### src/hw/rtl/gbc_pkg.sv
// Shared types, constants and helper functions for the bipartite graph checker.
// Used by the controller, the datapath and the top level. No dependencies.
`default_nettype none

package gbc_pkg;

	// Graph size and derived widths.
	localparam int MAX_VERTICES = 16;
	localparam int VIDX_W = (MAX_VERTICES > 1) ? $clog2(MAX_VERTICES) : 1;
	localparam int CNT_W = $clog2(MAX_VERTICES + 1);
	localparam int ADJ_DEPTH = MAX_VERTICES * MAX_VERTICES;
	localparam int ADJ_AW = $clog2(ADJ_DEPTH);
	localparam int CMP_W = 8;

	// Fixed field widths of the ports.
	localparam int ACTION_W = 2;
	localparam int VFIELD_W = 4;
	localparam int KIND_W = 2;
	localparam int COMPS_W = 5;
	localparam int VCOUNT_W = 5;
	localparam int CFG_IDX_W = 2;
	localparam int CFG_DATA_W = 5;
	localparam int EDGE_W = 2;
	localparam int COLOR_W = 2;
	localparam int RES_W = 2;

	localparam logic [VCOUNT_W-1:0] VCOUNT_RESET = 5'd16;

	// Configuration register indexes.
	localparam logic [CFG_IDX_W-1:0] CFG_VERTEX_COUNT = 2'd0;
	localparam logic [CFG_IDX_W-1:0] CFG_ENEMY_FAILS = 2'd1;

	// Actions carried by an input transaction.
	localparam logic [ACTION_W-1:0] ACT_CLEAR = 2'd0;
	localparam logic [ACTION_W-1:0] ACT_INSERT = 2'd1;
	localparam logic [ACTION_W-1:0] ACT_CHECK = 2'd2;

	// Edge kinds as given on the input.
	localparam logic [KIND_W-1:0] IKIND_FRIEND = 2'd0;
	localparam logic [KIND_W-1:0] IKIND_ENEMY = 2'd1;

	// Edge codes as stored in the adjacency memory.
	localparam logic [EDGE_W-1:0] EDGE_NONE = 2'd0;
	localparam logic [EDGE_W-1:0] EDGE_FRIEND = 2'd1;
	localparam logic [EDGE_W-1:0] EDGE_ENEMY = 2'd2;

	// Vertex colours.
	localparam logic [COLOR_W-1:0] COL_NONE = 2'd0;
	localparam logic [COLOR_W-1:0] COL_A = 2'd1;
	localparam logic [COLOR_W-1:0] COL_B = 2'd2;

	// Result codes held by the controller until the result is delivered.
	localparam logic [RES_W-1:0] RES_OK = 2'd0;
	localparam logic [RES_W-1:0] RES_RANGE = 2'd1;
	localparam logic [RES_W-1:0] RES_FAIL = 2'd2;
	localparam logic [RES_W-1:0] RES_PASS = 2'd3;

	// Scan modes of the matrix walker.
	localparam logic SCAN_ENEMY = 1'b0;
	localparam logic SCAN_ROW = 1'b1;

	// Commands from the controller to the datapath.
	typedef struct packed {
		logic load_in;
		logic clear_graph;
		logic wr_fwd;
		logic wr_rev;
		logic scan_issue;
		logic scan_mode;
		logic color_init;
		logic outer_next;
		logic comp_start;
		logic comp_done;
		logic pop;
		logic out_load;
		logic [RES_W-1:0] res;
	} gbc_cmd_t;

	// Status from the datapath to the controller.
	typedef struct packed {
		logic [ACTION_W-1:0] action;
		logic range_bad;
		logic kind_writes;
		logic strict;
		logic n_zero;
		logic col_last;
		logic row_last;
		logic enemy_any;
		logic conflict_any;
		logic outer_end;
		logic outer_visited;
		logic stack_empty;
	} gbc_stat_t;

	// Linear address of a matrix entry.
	function automatic logic [ADJ_AW-1:0] adj_addr(input logic [VIDX_W-1:0] row,
			input logic [VIDX_W-1:0] col);
		adj_addr = ADJ_AW'(row) * ADJ_AW'(MAX_VERTICES) + ADJ_AW'(col);
	endfunction

	// The colour opposite to the given one.
	function automatic logic [COLOR_W-1:0] other_color(input logic [COLOR_W-1:0] c);
		other_color = (c == COL_A) ? COL_B : COL_A;
	endfunction

endpackage

`default_nettype wire

### src/hw/rtl/gbc_ram.sv
// Generic simple dual-port RAM: one write port and one read port with registered data.
// No dependencies.
`default_nettype none

module gbc_ram #(
	parameter int WIDTH = 2,
	parameter int DEPTH = 256
) (
	input  wire logic                     clk,
	input  wire logic                     we,
	input  wire logic [$clog2(DEPTH)-1:0] waddr,
	input  wire logic [WIDTH-1:0]         wdata,
	input  wire logic [$clog2(DEPTH)-1:0] raddr,
	output logic      [WIDTH-1:0]         rdata
);

	logic [WIDTH-1:0] mem_q [DEPTH];

	// Read data registered; a read of the address being written returns the old contents.
	always_ff @(posedge clk) begin
		if (we) begin
			mem_q[waddr] <= wdata;
		end
		rdata <= mem_q[raddr];
	end

endmodule

`default_nettype wire

### src/hw/rtl/gbc_ctrl.sv
// Controller state machine of the bipartite graph checker.
// Depends on gbc_pkg; drives the datapath through gbc_cmd_t and reads gbc_stat_t.
`default_nettype none

module gbc_ctrl
	import gbc_pkg::*;
(
	input  wire logic      clk,
	input  wire logic      arst_n,
	input  wire logic      in_valid,
	output logic           in_ready,
	output logic           out_valid,
	input  wire logic      out_ready,
	input  wire gbc_stat_t stat,
	output gbc_cmd_t       cmd
);

	localparam logic [3:0] S_IDLE = 4'd0;
	localparam logic [3:0] S_EXEC = 4'd1;
	localparam logic [3:0] S_INS_REV = 4'd2;
	localparam logic [3:0] S_SCAN = 4'd3;
	localparam logic [3:0] S_SCAN_END = 4'd4;
	localparam logic [3:0] S_CINIT = 4'd5;
	localparam logic [3:0] S_OUTER = 4'd6;
	localparam logic [3:0] S_ROW = 4'd7;
	localparam logic [3:0] S_ROW_END = 4'd8;
	localparam logic [3:0] S_POP = 4'd9;
	localparam logic [3:0] S_RESULT = 4'd10;

	logic [3:0] state_q;
	logic [3:0] state_d;
	logic [RES_W-1:0] res_q;
	logic [RES_W-1:0] res_d;
	logic out_valid_q;

	assign in_ready = (state_q == S_IDLE);
	assign out_valid = out_valid_q;

	// Next state and command decode.
	always_comb begin
		state_d = state_q;
		res_d = res_q;
		cmd = '0;
		cmd.res = res_q;
		cmd.scan_mode = SCAN_ENEMY;
		case (state_q)
			S_IDLE: begin
				if (in_valid) begin
					cmd.load_in = 1'b1;
					state_d = S_EXEC;
				end
			end
			S_EXEC: begin
				res_d = RES_OK;
				case (stat.action)
					ACT_CLEAR: begin
						cmd.clear_graph = 1'b1;
						state_d = S_RESULT;
					end
					ACT_INSERT: begin
						if (stat.range_bad) begin
							res_d = RES_RANGE;
							state_d = S_RESULT;
						end else if (stat.kind_writes) begin
							cmd.wr_fwd = 1'b1;
							state_d = S_INS_REV;
						end else begin
							state_d = S_RESULT;
						end
					end
					ACT_CHECK: begin
						if (stat.strict && !stat.n_zero) begin
							state_d = S_SCAN;
						end else begin
							state_d = S_CINIT;
						end
					end
					default: begin
						state_d = S_RESULT;
					end
				endcase
			end
			S_INS_REV: begin
				cmd.wr_rev = 1'b1;
				state_d = S_RESULT;
			end
			S_SCAN: begin
				cmd.scan_issue = 1'b1;
				cmd.scan_mode = SCAN_ENEMY;
				if (stat.col_last && stat.row_last) begin
					state_d = S_SCAN_END;
				end
			end
			S_SCAN_END: begin
				if (stat.enemy_any) begin
					res_d = RES_FAIL;
					state_d = S_RESULT;
				end else begin
					state_d = S_CINIT;
				end
			end
			S_CINIT: begin
				cmd.color_init = 1'b1;
				state_d = S_OUTER;
			end
			S_OUTER: begin
				if (stat.outer_end) begin
					res_d = RES_PASS;
					state_d = S_RESULT;
				end else if (stat.outer_visited) begin
					cmd.outer_next = 1'b1;
				end else begin
					cmd.comp_start = 1'b1;
					state_d = S_ROW;
				end
			end
			S_ROW: begin
				cmd.scan_issue = 1'b1;
				cmd.scan_mode = SCAN_ROW;
				if (stat.col_last) begin
					state_d = S_ROW_END;
				end
			end
			S_ROW_END: begin
				cmd.scan_mode = SCAN_ROW;
				if (stat.conflict_any) begin
					res_d = RES_FAIL;
					state_d = S_RESULT;
				end else if (stat.stack_empty) begin
					cmd.comp_done = 1'b1;
					state_d = S_OUTER;
				end else begin
					state_d = S_POP;
				end
			end
			S_POP: begin
				cmd.pop = 1'b1;
				state_d = S_ROW;
			end
			S_RESULT: begin
				if (!out_valid_q || out_ready) begin
					cmd.out_load = 1'b1;
					state_d = S_IDLE;
				end
			end
			default: begin
				state_d = S_IDLE;
			end
		endcase
	end

	// State and result code registers.
	always_ff @(posedge clk or negedge arst_n) begin
		if (!arst_n) begin
			state_q <= S_IDLE;
			res_q <= RES_OK;
		end else begin
			state_q <= state_d;
			res_q <= res_d;
		end
	end

	// Output valid: set when a result is loaded, cleared when it is taken.
	always_ff @(posedge clk or negedge arst_n) begin
		if (!arst_n) begin
			out_valid_q <= 1'b0;
		end else if (cmd.out_load) begin
			out_valid_q <= 1'b1;
		end else if (out_ready) begin
			out_valid_q <= 1'b0;
		end
	end

	a_accept_exec: assert property (@(posedge clk) disable iff (!arst_n)
		(in_valid && in_ready) |=> (state_q == S_EXEC))
		else $error("accepted transaction did not start execution");

	a_no_overwrite: assert property (@(posedge clk) disable iff (!arst_n)
		cmd.out_load |-> (!out_valid_q || out_ready))
		else $error("result loaded over an undelivered result");

	a_out_hold: assert property (@(posedge clk) disable iff (!arst_n)
		(out_valid && !out_ready) |=> out_valid)
		else $error("result transaction withdrawn before it was taken");

endmodule

`default_nettype wire

### src/hw/rtl/gbc_dp.sv
// Datapath of the bipartite graph checker: adjacency memory, edge valid bits, colours,
// depth-first stack, scan counters and result registers. Depends on gbc_pkg and gbc_ram.
`default_nettype none

module gbc_dp
	import gbc_pkg::*;
(
	input  wire logic                  clk,
	input  wire logic                  arst_n,
	input  wire gbc_cmd_t              cmd,
	output gbc_stat_t                  stat,
	input  wire logic [ACTION_W-1:0]   action,
	input  wire logic [VFIELD_W-1:0]   first_vertex,
	input  wire logic [VFIELD_W-1:0]   second_vertex,
	input  wire logic [KIND_W-1:0]     edge_kind,
	input  wire logic [VCOUNT_W-1:0]   vertex_count,
	input  wire logic                  enemy_edge_fails,
	output logic                       status,
	output logic                       is_bipartite,
	output logic [COMPS_W-1:0]         component_count
);

	// Latched transaction fields.
	logic [ACTION_W-1:0] action_q;
	logic [VFIELD_W-1:0] first_q;
	logic [VFIELD_W-1:0] second_q;
	logic [KIND_W-1:0] kind_q;
	logic [CNT_W-1:0] n_q;
	logic strict_q;
	logic [CNT_W-1:0] n_eff;

	// Adjacency storage.
	logic [ADJ_DEPTH-1:0] adj_valid_q;
	logic adj_we;
	logic [ADJ_AW-1:0] adj_waddr;
	logic [EDGE_W-1:0] adj_wdata;
	logic [ADJ_AW-1:0] adj_raddr;
	logic [EDGE_W-1:0] adj_rdata;

	// Matrix walker and its read stage.
	logic [VIDX_W-1:0] r_q;
	logic [VIDX_W-1:0] c_q;
	logic col_last;
	logic row_last;
	logic vld_s1;
	logic mode_s1;
	logic [VIDX_W-1:0] c_s1;
	logic adj_vld_s1;
	logic [EDGE_W-1:0] edge_s1;

	// Colouring state.
	logic [COLOR_W-1:0] col_q [MAX_VERTICES];
	logic [VIDX_W-1:0] stk_v_q [MAX_VERTICES];
	logic [COLOR_W-1:0] stk_c_q [MAX_VERTICES];
	logic [CNT_W-1:0] depth_q;
	logic [CNT_W-1:0] depth_m1;
	logic [VIDX_W-1:0] cur_q;
	logic [COLOR_W-1:0] cur_col_q;
	logic [CNT_W-1:0] i_q;
	logic [CNT_W-1:0] comps_q;
	logic enemy_q;
	logic conflict_q;
	logic [VIDX_W-1:0] col_raddr;
	logic [COLOR_W-1:0] col_rd;
	logic row_hit;
	logic push;
	logic clash;
	logic enemy_hit;

	// Output registers.
	logic status_q;
	logic bip_q;
	logic [COMPS_W-1:0] comps_out_q;

	// Vertex count in use, limited to the matrix size.
	assign n_eff = (CMP_W'(vertex_count) > CMP_W'(MAX_VERTICES)) ?
		CNT_W'(MAX_VERTICES) : CNT_W'(vertex_count);

	// Transaction fields are captured on acceptance.
	always_ff @(posedge clk) begin
		if (cmd.load_in) begin
			action_q <= action;
			first_q <= first_vertex;
			second_q <= second_vertex;
			kind_q <= edge_kind;
			n_q <= n_eff;
			strict_q <= enemy_edge_fails;
		end
	end

	// Write port: forward entry first, mirrored entry in the following cycle.
	assign adj_we = cmd.wr_fwd || cmd.wr_rev;
	assign adj_waddr = cmd.wr_rev ? adj_addr(VIDX_W'(second_q), VIDX_W'(first_q)) :
		adj_addr(VIDX_W'(first_q), VIDX_W'(second_q));
	assign adj_wdata = (kind_q == IKIND_FRIEND) ? EDGE_FRIEND : EDGE_ENEMY;
	assign adj_raddr = (cmd.scan_mode == SCAN_ROW) ? adj_addr(cur_q, c_q) : adj_addr(r_q, c_q);

	gbc_ram #(
		.WIDTH(EDGE_W),
		.DEPTH(ADJ_DEPTH)
	) u_adj_ram (
		.clk(clk),
		.we(adj_we),
		.waddr(adj_waddr),
		.wdata(adj_wdata),
		.raddr(adj_raddr),
		.rdata(adj_rdata)
	);

	// Per-entry valid bits: an entry never written since the last clear reads as no edge.
	always_ff @(posedge clk or negedge arst_n) begin
		if (!arst_n) begin
			adj_valid_q <= '0;
		end else if (cmd.clear_graph) begin
			adj_valid_q <= '0;
		end else if (adj_we) begin
			adj_valid_q[adj_waddr] <= 1'b1;
		end
	end

	// Walker counters: columns within a row, rows for the enmity scan.
	assign col_last = (CNT_W'(c_q) == n_q - CNT_W'(1));
	assign row_last = (CNT_W'(r_q) == n_q - CNT_W'(1));

	always_ff @(posedge clk or negedge arst_n) begin
		if (!arst_n) begin
			r_q <= '0;
			c_q <= '0;
		end else if (cmd.load_in) begin
			r_q <= '0;
			c_q <= '0;
		end else if (cmd.scan_issue) begin
			if (col_last) begin
				c_q <= '0;
				if (cmd.scan_mode == SCAN_ENEMY) begin
					r_q <= row_last ? '0 : r_q + VIDX_W'(1);
				end
			end else begin
				c_q <= c_q + VIDX_W'(1);
			end
		end
	end

	// Read stage: tracks the entry whose data leaves the memory this cycle.
	always_ff @(posedge clk or negedge arst_n) begin
		if (!arst_n) begin
			vld_s1 <= 1'b0;
		end else begin
			vld_s1 <= cmd.scan_issue;
		end
	end

	always_ff @(posedge clk) begin
		if (cmd.scan_issue) begin
			mode_s1 <= cmd.scan_mode;
			c_s1 <= c_q;
			adj_vld_s1 <= adj_valid_q[adj_raddr];
		end
	end

	assign edge_s1 = adj_vld_s1 ? adj_rdata : EDGE_NONE;

	// Edge evaluation against the colours.
	assign col_raddr = (vld_s1 && mode_s1 == SCAN_ROW) ? c_s1 : VIDX_W'(i_q);
	assign col_rd = col_q[col_raddr];
	assign row_hit = vld_s1 && (mode_s1 == SCAN_ROW) && (edge_s1 == EDGE_FRIEND);
	assign push = row_hit && (col_rd == COL_NONE);
	assign clash = row_hit && (col_rd == cur_col_q);
	assign enemy_hit = vld_s1 && (mode_s1 == SCAN_ENEMY) && (edge_s1 == EDGE_ENEMY);

	// Vertex colours.
	always_ff @(posedge clk or negedge arst_n) begin
		if (!arst_n) begin
			for (int k = 0; k < MAX_VERTICES; k++) begin
				col_q[k] <= COL_NONE;
			end
		end else if (cmd.color_init) begin
			for (int k = 0; k < MAX_VERTICES; k++) begin
				col_q[k] <= COL_NONE;
			end
		end else begin
			if (cmd.comp_start) begin
				col_q[VIDX_W'(i_q)] <= COL_A;
			end
			if (push) begin
				col_q[c_s1] <= other_color(cur_col_q);
			end
		end
	end

	// Stack entries: vertex and the colour it was given.
	assign depth_m1 = depth_q - CNT_W'(1);

	always_ff @(posedge clk) begin
		if (push) begin
			stk_v_q[depth_q[VIDX_W-1:0]] <= c_s1;
			stk_c_q[depth_q[VIDX_W-1:0]] <= other_color(cur_col_q);
		end
	end

	// Stack depth.
	always_ff @(posedge clk or negedge arst_n) begin
		if (!arst_n) begin
			depth_q <= '0;
		end else if (cmd.color_init) begin
			depth_q <= '0;
		end else if (push) begin
			depth_q <= depth_q + CNT_W'(1);
		end else if (cmd.pop) begin
			depth_q <= depth_m1;
		end
	end

	// Vertex being expanded and its colour.
	always_ff @(posedge clk) begin
		if (cmd.comp_start) begin
			cur_q <= VIDX_W'(i_q);
			cur_col_q <= COL_A;
		end else if (cmd.pop) begin
			cur_q <= stk_v_q[depth_m1[VIDX_W-1:0]];
			cur_col_q <= stk_c_q[depth_m1[VIDX_W-1:0]];
		end
	end

	// Outer vertex index, component count and sticky failure flags.
	always_ff @(posedge clk or negedge arst_n) begin
		if (!arst_n) begin
			i_q <= '0;
			comps_q <= '0;
			enemy_q <= 1'b0;
			conflict_q <= 1'b0;
		end else begin
			if (cmd.color_init) begin
				i_q <= '0;
			end else if (cmd.outer_next || cmd.comp_done) begin
				i_q <= i_q + CNT_W'(1);
			end
			if (cmd.load_in) begin
				comps_q <= '0;
			end else if (cmd.comp_done) begin
				comps_q <= comps_q + CNT_W'(1);
			end
			if (cmd.load_in) begin
				enemy_q <= 1'b0;
				conflict_q <= 1'b0;
			end else begin
				if (enemy_hit) begin
					enemy_q <= 1'b1;
				end
				if (clash) begin
					conflict_q <= 1'b1;
				end
			end
		end
	end

	// Result registers.
	always_ff @(posedge clk) begin
		if (cmd.out_load) begin
			status_q <= (cmd.res == RES_RANGE);
			bip_q <= (cmd.res == RES_PASS);
			comps_out_q <= COMPS_W'(comps_q);
		end
	end

	assign status = status_q;
	assign is_bipartite = bip_q;
	assign component_count = comps_out_q;

	// Status to the controller.
	always_comb begin
		stat.action = action_q;
		stat.range_bad = (CMP_W'(first_q) >= CMP_W'(n_q)) || (CMP_W'(second_q) >= CMP_W'(n_q));
		stat.kind_writes = (kind_q == IKIND_FRIEND) || (kind_q == IKIND_ENEMY);
		stat.strict = strict_q;
		stat.n_zero = (n_q == '0);
		stat.col_last = col_last;
		stat.row_last = row_last;
		stat.enemy_any = enemy_q || enemy_hit;
		stat.conflict_any = conflict_q || clash;
		stat.outer_end = (i_q == n_q);
		stat.outer_visited = (col_rd != COL_NONE);
		stat.stack_empty = (depth_q == '0) && !push;
	end

	a_push_room: assert property (@(posedge clk) disable iff (!arst_n)
		push |-> (depth_q < CNT_W'(MAX_VERTICES)))
		else $error("stack push beyond its depth");

	a_pop_nonempty: assert property (@(posedge clk) disable iff (!arst_n)
		cmd.pop |-> (depth_q != '0))
		else $error("stack pop while empty");

	a_col_in_range: assert property (@(posedge clk) disable iff (!arst_n)
		cmd.scan_issue |-> (CNT_W'(c_q) < n_q))
		else $error("matrix column read beyond the vertices in use");

endmodule

`default_nettype wire

### src/hw/rtl/graph_bipartite_checker_top.sv
// Top level of the bipartite graph checker: configuration registers and the
// controller and datapath instances. Depends on gbc_pkg, gbc_ctrl and gbc_dp.
//
// Channel   Direction  Handshake             Payload
// input     in         in_valid / in_ready   action, first_vertex, second_vertex, edge_kind
// output    out        out_valid / out_ready status, is_bipartite, component_count
// config    in         cfg_valid / cfg_ready cfg_index, cfg_data
//
// One transaction is processed at a time. A check walks the adjacency memory one entry
// per cycle while a scan runs, through its single read port, with an extra walk over the
// whole matrix in use first when enmity edges are checked.
// Reset clears the edge valid bits, colours and control state at once; there is no sweep.
// A new transaction is accepted while an earlier result still waits on a stalled output.
`default_nettype none

module graph_bipartite_checker_top
	import gbc_pkg::*;
(
	input  wire logic                  clk,
	input  wire logic                  arst_n,
	input  wire logic                  in_valid,
	output logic                       in_ready,
	input  wire logic [ACTION_W-1:0]   action,
	input  wire logic [VFIELD_W-1:0]   first_vertex,
	input  wire logic [VFIELD_W-1:0]   second_vertex,
	input  wire logic [KIND_W-1:0]     edge_kind,
	output logic                       out_valid,
	input  wire logic                  out_ready,
	output logic                       status,
	output logic                       is_bipartite,
	output logic [COMPS_W-1:0]         component_count,
	input  wire logic                  cfg_valid,
	output logic                       cfg_ready,
	input  wire logic [CFG_IDX_W-1:0]  cfg_index,
	input  wire logic [CFG_DATA_W-1:0] cfg_data
);

	logic [VCOUNT_W-1:0] vertex_count_q;
	logic enemy_fails_q;
	gbc_cmd_t cmd;
	gbc_stat_t stat;

	assign cfg_ready = 1'b1;

	// Configuration registers; unknown indexes are ignored.
	always_ff @(posedge clk or negedge arst_n) begin
		if (!arst_n) begin
			vertex_count_q <= VCOUNT_RESET;
			enemy_fails_q <= 1'b0;
		end else if (cfg_valid && cfg_ready) begin
			case (cfg_index)
				CFG_VERTEX_COUNT: vertex_count_q <= cfg_data[VCOUNT_W-1:0];
				CFG_ENEMY_FAILS: enemy_fails_q <= cfg_data[0];
				default: begin
				end
			endcase
		end
	end

	// Sequencing.
	gbc_ctrl u_ctrl (
		.clk(clk),
		.arst_n(arst_n),
		.in_valid(in_valid),
		.in_ready(in_ready),
		.out_valid(out_valid),
		.out_ready(out_ready),
		.stat(stat),
		.cmd(cmd)
	);

	// Storage and arithmetic.
	gbc_dp u_dp (
		.clk(clk),
		.arst_n(arst_n),
		.cmd(cmd),
		.stat(stat),
		.action(action),
		.first_vertex(first_vertex),
		.second_vertex(second_vertex),
		.edge_kind(edge_kind),
		.vertex_count(vertex_count_q),
		.enemy_edge_fails(enemy_fails_q),
		.status(status),
		.is_bipartite(is_bipartite),
		.component_count(component_count)
	);

endmodule

`default_nettype wire

### config.mk
export PLATFORM = sky130hd
export DESIGN_NAME = graph_bipartite_checker_top
export DESIGN_NICKNAME = d
export VERILOG_FILES = /design/src/hw/rtl/gbc_pkg.sv /design/src/hw/rtl/gbc_ram.sv /design/src/hw/rtl/gbc_ctrl.sv /design/src/hw/rtl/gbc_dp.sv /design/src/hw/rtl/graph_bipartite_checker_top.sv
export SDC_FILE = /design/constraint.sdc
export NUM_CORES = 1
export LEC_CHECK = 0
export ABC_AREA = 1
export BUFFER_PORTS_ARGS = -buffer_cell sky130_fd_sc_hd__buf_2
export CAP_MARGIN = 20
export CORE_MARGIN = 1.5
export CORE_UTILIZATION = 30
export CTS_CLUSTER_DIAMETER = 120
export DETAILED_ROUTE_END_ITERATION = 10
export SYNTH_ARGS = -nofsm -noshare
export SYNTH_HDL_FRONTEND = slang
export SYNTH_SLANG_ARGS = --single-unit
### constraint.sdc
create_clock -name clk -period 22.5 [get_ports clk]
set_input_delay 1.125 -clock clk [delete_from_list [all_inputs] [get_ports clk]]
set_output_delay 1.125 -clock clk [all_outputs]
set_load 0.02 [all_outputs]
==> results of run 1 <==
## metal layers
layer,up-vias,GRT usage (%),routed length [µm]
li1,14800,-,-
met1,16400,23.7,55900
met2,1257,27.3,59200
met3,219,2.22,8780
met4,0,5.45,3900
met5,-,0,0
## area by class of cell
| class | instances | area [µm²] | share of cell area [%] |
|---|---|---|---|
| multi-input combinational | 2699 | 13800 | 28.1 |
| timing repair buffer | 89 | 643 | 1.31 |
| clock inverter | 39 | 558 | 1.14 |
| clock buffer | 152 | 2950 | 6.03 |
| sequential | 974 | 27600 | 56.3 |
| tap | 1903 | 2380 | 4.86 |
| inverter | 285 | 1090 | 2.22 |
## cells by family after synthesis
family          Yosys count  share of synthesized area, %
simple gates           1436                          13.7
compound gates         1214                          16.6
buf+inv                 593                          5.31
fa+ha+maj                23                         0.660
xor+xnor                 25                         0.502
other cells               1                       0.00860
flops                   974                          63.3
## worst max-delay path, stage by stage (launching register included)
cell,delay (ns)
edfxtp_1,0.49
ha_1,0.33
o21ai_0,0.17
a21boi_0,0.11
o21ai_0,0.15
a31oi_1,0.13
nor2_1,0.17
nand3_2,0.07
buf_4,0.35
nand2_4,0.74
nand3_1,0.94
buf_4,0.53
nor2_1,0.22
## power groups by stage
stage | clock network (mW) | registers [mW] | logic (mW)
finish | 1.76 | 2.24 | 1.96
global route | 1.85 | 2.25 | 2.14
CTS | 1.79 | 2.23 | 1.95
detailed placement | 0 | 2.27 | 1.94
global placement | 0 | 2.26 | 1.92
floorplan | 0 | 2.22 | 1.31
## sequential cells by signal (all words and copies together), names as in the netlist, 5 cells and up
register              count
u_dp.adj_valid_q        256
vertex_count_q            5
u_dp.col_q               32
u_dp.n_q                  5
u_dp.component_count      5
u_dp.comps_q              5
u_dp.stk_c_q             32
u_dp.u_adj_ram.mem_q    512
u_dp.depth_q              5
u_dp.i_q                  5
u_dp.stk_v_q             64
## worst min path at each step
stage	startpoint	slack, ns	depth (start not counted)	end
2_1_floorplan	u_dp.c_q[2]$_DFFE_PN0P_	0.42	0	u_dp.c_s1[2]$_DFFE_PP_
3_3_place_gp	enemy_fails_q$_DFFE_PN0P_	0.45	0	u_dp.strict_q$_DFFE_PP_
3_5_place_dp	enemy_fails_q$_DFFE_PN0P_	0.47	0	u_dp.strict_q$_DFFE_PP_
4_1_cts	enemy_fails_q$_DFFE_PN0P_	0.48	0	u_dp.strict_q$_DFFE_PP_
5_1_grt	enemy_fails_q$_DFFE_PN0P_	0.49	0	u_dp.strict_q$_DFFE_PP_
6_report	arst_n	0.47	1	u_dp.adj_valid_q[126]$_DFFE_PN0P_
## per-stage QoR
stage / hold slack (ns) / area, µm²
after floorplan: 0.423 / 43600
final: 0.468 / 49000
after global placement: 0.453 / 45400
after global routing: 0.487 / 49000
after detailed placement: 0.469 / 45400
after CTS: 0.481 / 49000
## Yosys cell counts (7+ instances only)
| cell type | count | area share [%] |
|---|---|---|
| ha_1 | 23 | 0.66 |
| o211ai_1 | 104 | 1.8 |
| o21ai_0 | 562 | 6.5 |
| clkbuf_1 | 241 | 2.1 |
| dfrtp_1 | 326 | 19 |
| edfxtp_1 | 643 | 44 |
| a31oi_1 | 9 | 0.13 |
| buf_1 | 16 | 0.14 |
| or2_2 | 8 | 0.11 |
| a21oi_1 | 160 | 1.8 |
| nor3_1 | 9 | 0.10 |
| xor2_1 | 18 | 0.36 |
| nor2_1 | 815 | 7.0 |
| nand2_1 | 299 | 2.6 |
| o22ai_1 | 117 | 1.7 |
| o31ai_1 | 32 | 0.55 |
| o21a_1 | 156 | 2.7 |
| nand3_1 | 216 | 2.5 |
| nand2_2 | 8 | 0.11 |
| nand4_1 | 61 | 0.88 |
| xnor2_1 | 7 | 0.14 |
| buf_2 | 46 | 0.53 |
| inv_1 | 275 | 2.4 |
| o221ai_1 | 51 | 1.0 |
==> qor.csv, run 1 <==
metric,value,unit
cp-endpoint,u_dp.u_adj_ram.mem_q[48][1]$_DFFE_PP_,
via_per_inst,5.33,
gp_congestion,0.898,
synthDistinctLibCells,50,
cts_root_buffer,clkbuf_16,
final_cell_mix,"nor2_1 (813), edfxtp_1 (643), o21ai_0 (561)",
clk_pin_slew,0.07,ns
clock_sinks,974,
wirelength,128000,µm
p_comb_share,32.9,%
ys.flop_type,edfxtp_1,
drtPass1Iterations,5,
synthArstFlopShare,33.6,%
slew_violations,0,
fin_util,34.0,%
setup_viol,0,
num_vias,32700,
fin_crit_sh,21.2,%
power.total,5.95,mW
r2r_cells,12,
ant_nets,0,
grt_usage,17.0,%
antenna_found_initial,0,
tritoncts,yes,
synth-seq-cells,974,
die_area,0.148,mm²
synth_area,0.0436,mm²
worst_slack,17.73,ns
p_clk_share,29.6,%
vdd_ir_drop_max,0.0000815,V
drive_gt1_share,7.17,%
hold_buffers,0,
maxSlewHeadroom,11.0,%
crit_fanout,69,
rrSetupSlack,17.73,ns
tightestPinTransition,1.34,ns
cts_max_level,3,
fin_nets,4197,
syn_inst,4266,
fin_setup_tns,0,ns
startpoint,u_dp.n_q[0]$_SDFFCE_PN0P_,
p_switching,2.28,mW
dieWidth,384,µm
fin_skew,0.0474,ns
cts_buffer_depth,3,
num_io_pins,34,
seq_area_frac_synth,63.3,%
finalHoldViolCount,0,
status,completed,
fin_crit,4.77,ns
route.detailed.drc,0,
layout.cells.non_filler,6141,
die_h,384,µm
reg2reg_to,u_dp.u_adj_ram.mem_q[48][1]$_DFFE_PP_,
rows,139,
grt_start_max_net_pins,218,
p_sw_share,38.3,%
drt-initial-drc-count,3399,
grt_pass1_wl,194000,µm
postCtsSetupBuffers,0,
grt_pass1_vias,31200,
synth_fp_nets,4313,
leakagePower,17.7,nW
overflow,0,
critPathRequiredTime,22.88,ns
crit_arrival,5.15,ns
cts_resized,0,
numCtsBuffers,101,
max_freq,210,MHz
io_buffers,32,
antenna_cells,0,
yosysWarningCount,0,
critPathCaptureType,flip-flop,
layout_commonest_cell,nor2_1,
pre_cts_slack,17.81,ns
cap_viol_max_count,0,
avgSynthCellArea,10.2,µm²
post_drt_wl_per_cell,20.8,µm
startpoint_type,flip-flop,
fill_cells,14300,
power.internal,3.67,mW
clkLatencyLatePin,0.70,ns
power_density,122,mW/mm²
hold_path.class,in -> async,
r2r_start,u_dp.n_q[0]$_SDFFCE_PN0P_,
dp.final_hpwl,72400,µm
start_util,30.3,%
dp.cells,5949,
syn_to_final_growth,12.3,%
synth_edf_count,643,
pwr-share-seq,37.6,%
rsz0062_at_grt,false,
core,0.144,mm²
worstSetupPathType,reg -> reg,
No activity file was read; power rests on OpenSTA's default activity.
==> run 2, diff against run 1 <==
- clock period: 22.5 -> 4.07 ns (I/O delays scaled with it)
==> qor.csv, run 2 (synthesis results as in run 1) <==
metric,value,unit,change
maxSlewHeadroom,10.0,%,-0.97 points
gp_congestion,0.885,,-1.4%
largest_register_ffs,512,,unchanged
finalHoldViolCount,0,,unchanged
fin_nets,4277,,+1.9%
num_io_pins,34,,unchanged
die_h,384,µm,unchanged
setup_viol,0,,unchanged
drive_gt1_share,8.03,%,+0.86 points
core,0.144,mm²,unchanged
worstSetupPathType,reg -> reg,,
cts_resized,0,,unchanged
fin_crit_sh,84.4,%,+63 points
via_per_inst,5.32,,-0.14%
fin_skew,0.0396,ns,-0.00778 ns
hold_ws,0.0411,ns,-0.427 ns
dieWidth,384,µm,unchanged
cap_viol_max_count,0,,unchanged
crit_fanout,32,,-54%
antenna_cells,0,,unchanged
worst_slack,0.637,ns,-17.10 ns
grt_start_max_net_pins,224,,+2.8%
cts_root_buffer,clkbuf_16,,
drtPass1Iterations,8,,+3
clk_pin_slew,0.06,ns,about the same
pre_cts_slack,0.689,ns,-17.12 ns
startpoint_type,flip-flop,,
dp.cells,6004,,+0.92%
rrSetupSlack,0.64,ns,-17.10 ns
startpoint,u_dp.n_q[0]$_SDFFCE_PN0P_,,
tightestPinTransition,1.35,ns,+0.0145 ns
top_register,u_dp.u_adj_ram.mem_q,,
seqCellArea,0.0276,mm²,unchanged
drt-initial-drc-count,3450,,+1.5%
layout_commonest_cell,nor2_1,,
hold_path.class,in -> async,,
critPathCaptureType,flip-flop,,
status,completed,,
rows,139,,unchanged
power_density,666,mW/mm²,+450%
critPathRequiredTime,4.45,ns,-18.43 ns
layout.cells.non_filler,6223,,+1.3%
r2r_start,u_dp.n_q[0]$_SDFFCE_PN0P_,,
rsz0062_at_grt,false,,
max_freq,291,MHz,+39%
wirelength,131000,µm,+2.2%
clock_sinks,974,,unchanged
clkLatencyLatePin,0.70,ns,about the same
cts_buffer_depth,3,,unchanged
multi_input_area,0.0137,mm²,about the same
grt_pass1_wl,199000,µm,+2.5%
overflow,0,,unchanged
fin_util,34.7,%,+0.63 points
start_util,30.3,%,unchanged
post_drt_wl_per_cell,21.0,µm,+0.82%
fin_crit,3.43,ns,-1.33 ns
grt_usage,17.4,%,+0.41 points
die_area,0.148,mm²,unchanged
vdd_ir_drop_max,0.000369,V,+350%
final_cell_mix,"nor2_1 (813), edfxtp_1 (643), o21ai_0 (561)",,
cts_max_level,3,,unchanged
num_vias,33100,,+1.2%
route.detailed.drc,0,,unchanged
tritoncts,yes,,
grt_pass1_vias,32400,,+3.8%
fill_cells,14300,,-0.36%
postCtsSetupBuffers,0,,unchanged
antenna_found_initial,1,,+1
fin_setup_tns,0,ns,unchanged
syn_to_final_growth,14.4,%,
leakagePower,18.2,nW,+2.4%
dp.final_hpwl,76600,µm,+5.8%
crit_arrival,3.82,ns,-1.33 ns
hold_buffers,25,,+25
slew_violations,0,,unchanged
ant_nets,0,,unchanged
io_buffers,32,,unchanged
numCtsBuffers,102,,+0.99%
==> run 2: power by group <==
part           leakage, nW  total, mW  switching (mW)  internal, mW
Sequential            10.3       12.3           0.611          11.7
Clock                 1.66       9.60            4.00          5.59
Combinational         6.18       11.4            8.08          3.30
Total                 18.2       33.2            12.7          20.5
==> run 2: final timing paths <==
path / endpoint / cells past startpoint
hold reg to reg: u_dp.strict_q$_DFFE_PP_ / 0
setup / recovery: u_dp.u_adj_ram.mem_q[148][0]$_DFFE_PP_ / 13
max in group asynchronous: u_dp.adj_valid_q[160]$_DFFE_PN0P_ / 3
min in group clk: vertex_count_q[0]$_DFFE_PN0P_ / 4
hold / removal: u_dp.adj_valid_q[114]$_DFFE_PN0P_ / 2
setup reg to reg: u_dp.u_adj_ram.mem_q[148][0]$_DFFE_PP_ / 13
==> run 2: critical path, stage by stage, from the launching register on <==
cell and delay (ns):
edfxtp_1 0.50, ha_1 0.33, o21ai_0 0.20, nand2_1 0.10, nand2_1 0.07, nand2_1 0.05
nand2_1 0.05, a31oi_1 0.11, nor2_1 0.18, nand3_2 0.18, nand2_4 0.30, nand3_1 0.52
buf_12 0.36, nor2_1 0.16
==> run 2: layout make-up <==
cell class	instances	area share, %
clock buffers	160	6.03
clock inverters	34	0.883
inverters	285	2.18
multi-input cells	2699	27.6
flip-flops and latches	974	55.3
well taps	1903	4.77
repair buffers	168	3.27
==> run 2: through the flow <==
stage | instance area (µm²) | power, mW
finish | 49900 | 33.2
detailed placement | 46200 | 23.7
global placement | 46200 | 23.6
floorplan | 43600 | 19.5
global route | 49900 | 34.9
CTS | 49900 | 33.3
==> run 2: layer usage <==
| metal | global-route usage [%] | routed length (µm) | part of all wire (%) |
|---|---|---|---|
| met5 | 0 | 0 | 0 |
| met2 | 28.6 | 61700 | 47 |
| met3 | 3.01 | 9120 | 7.0 |
| met1 | 23.2 | 55600 | 43 |
| met4 | 5.78 | 4050 | 3.1 |
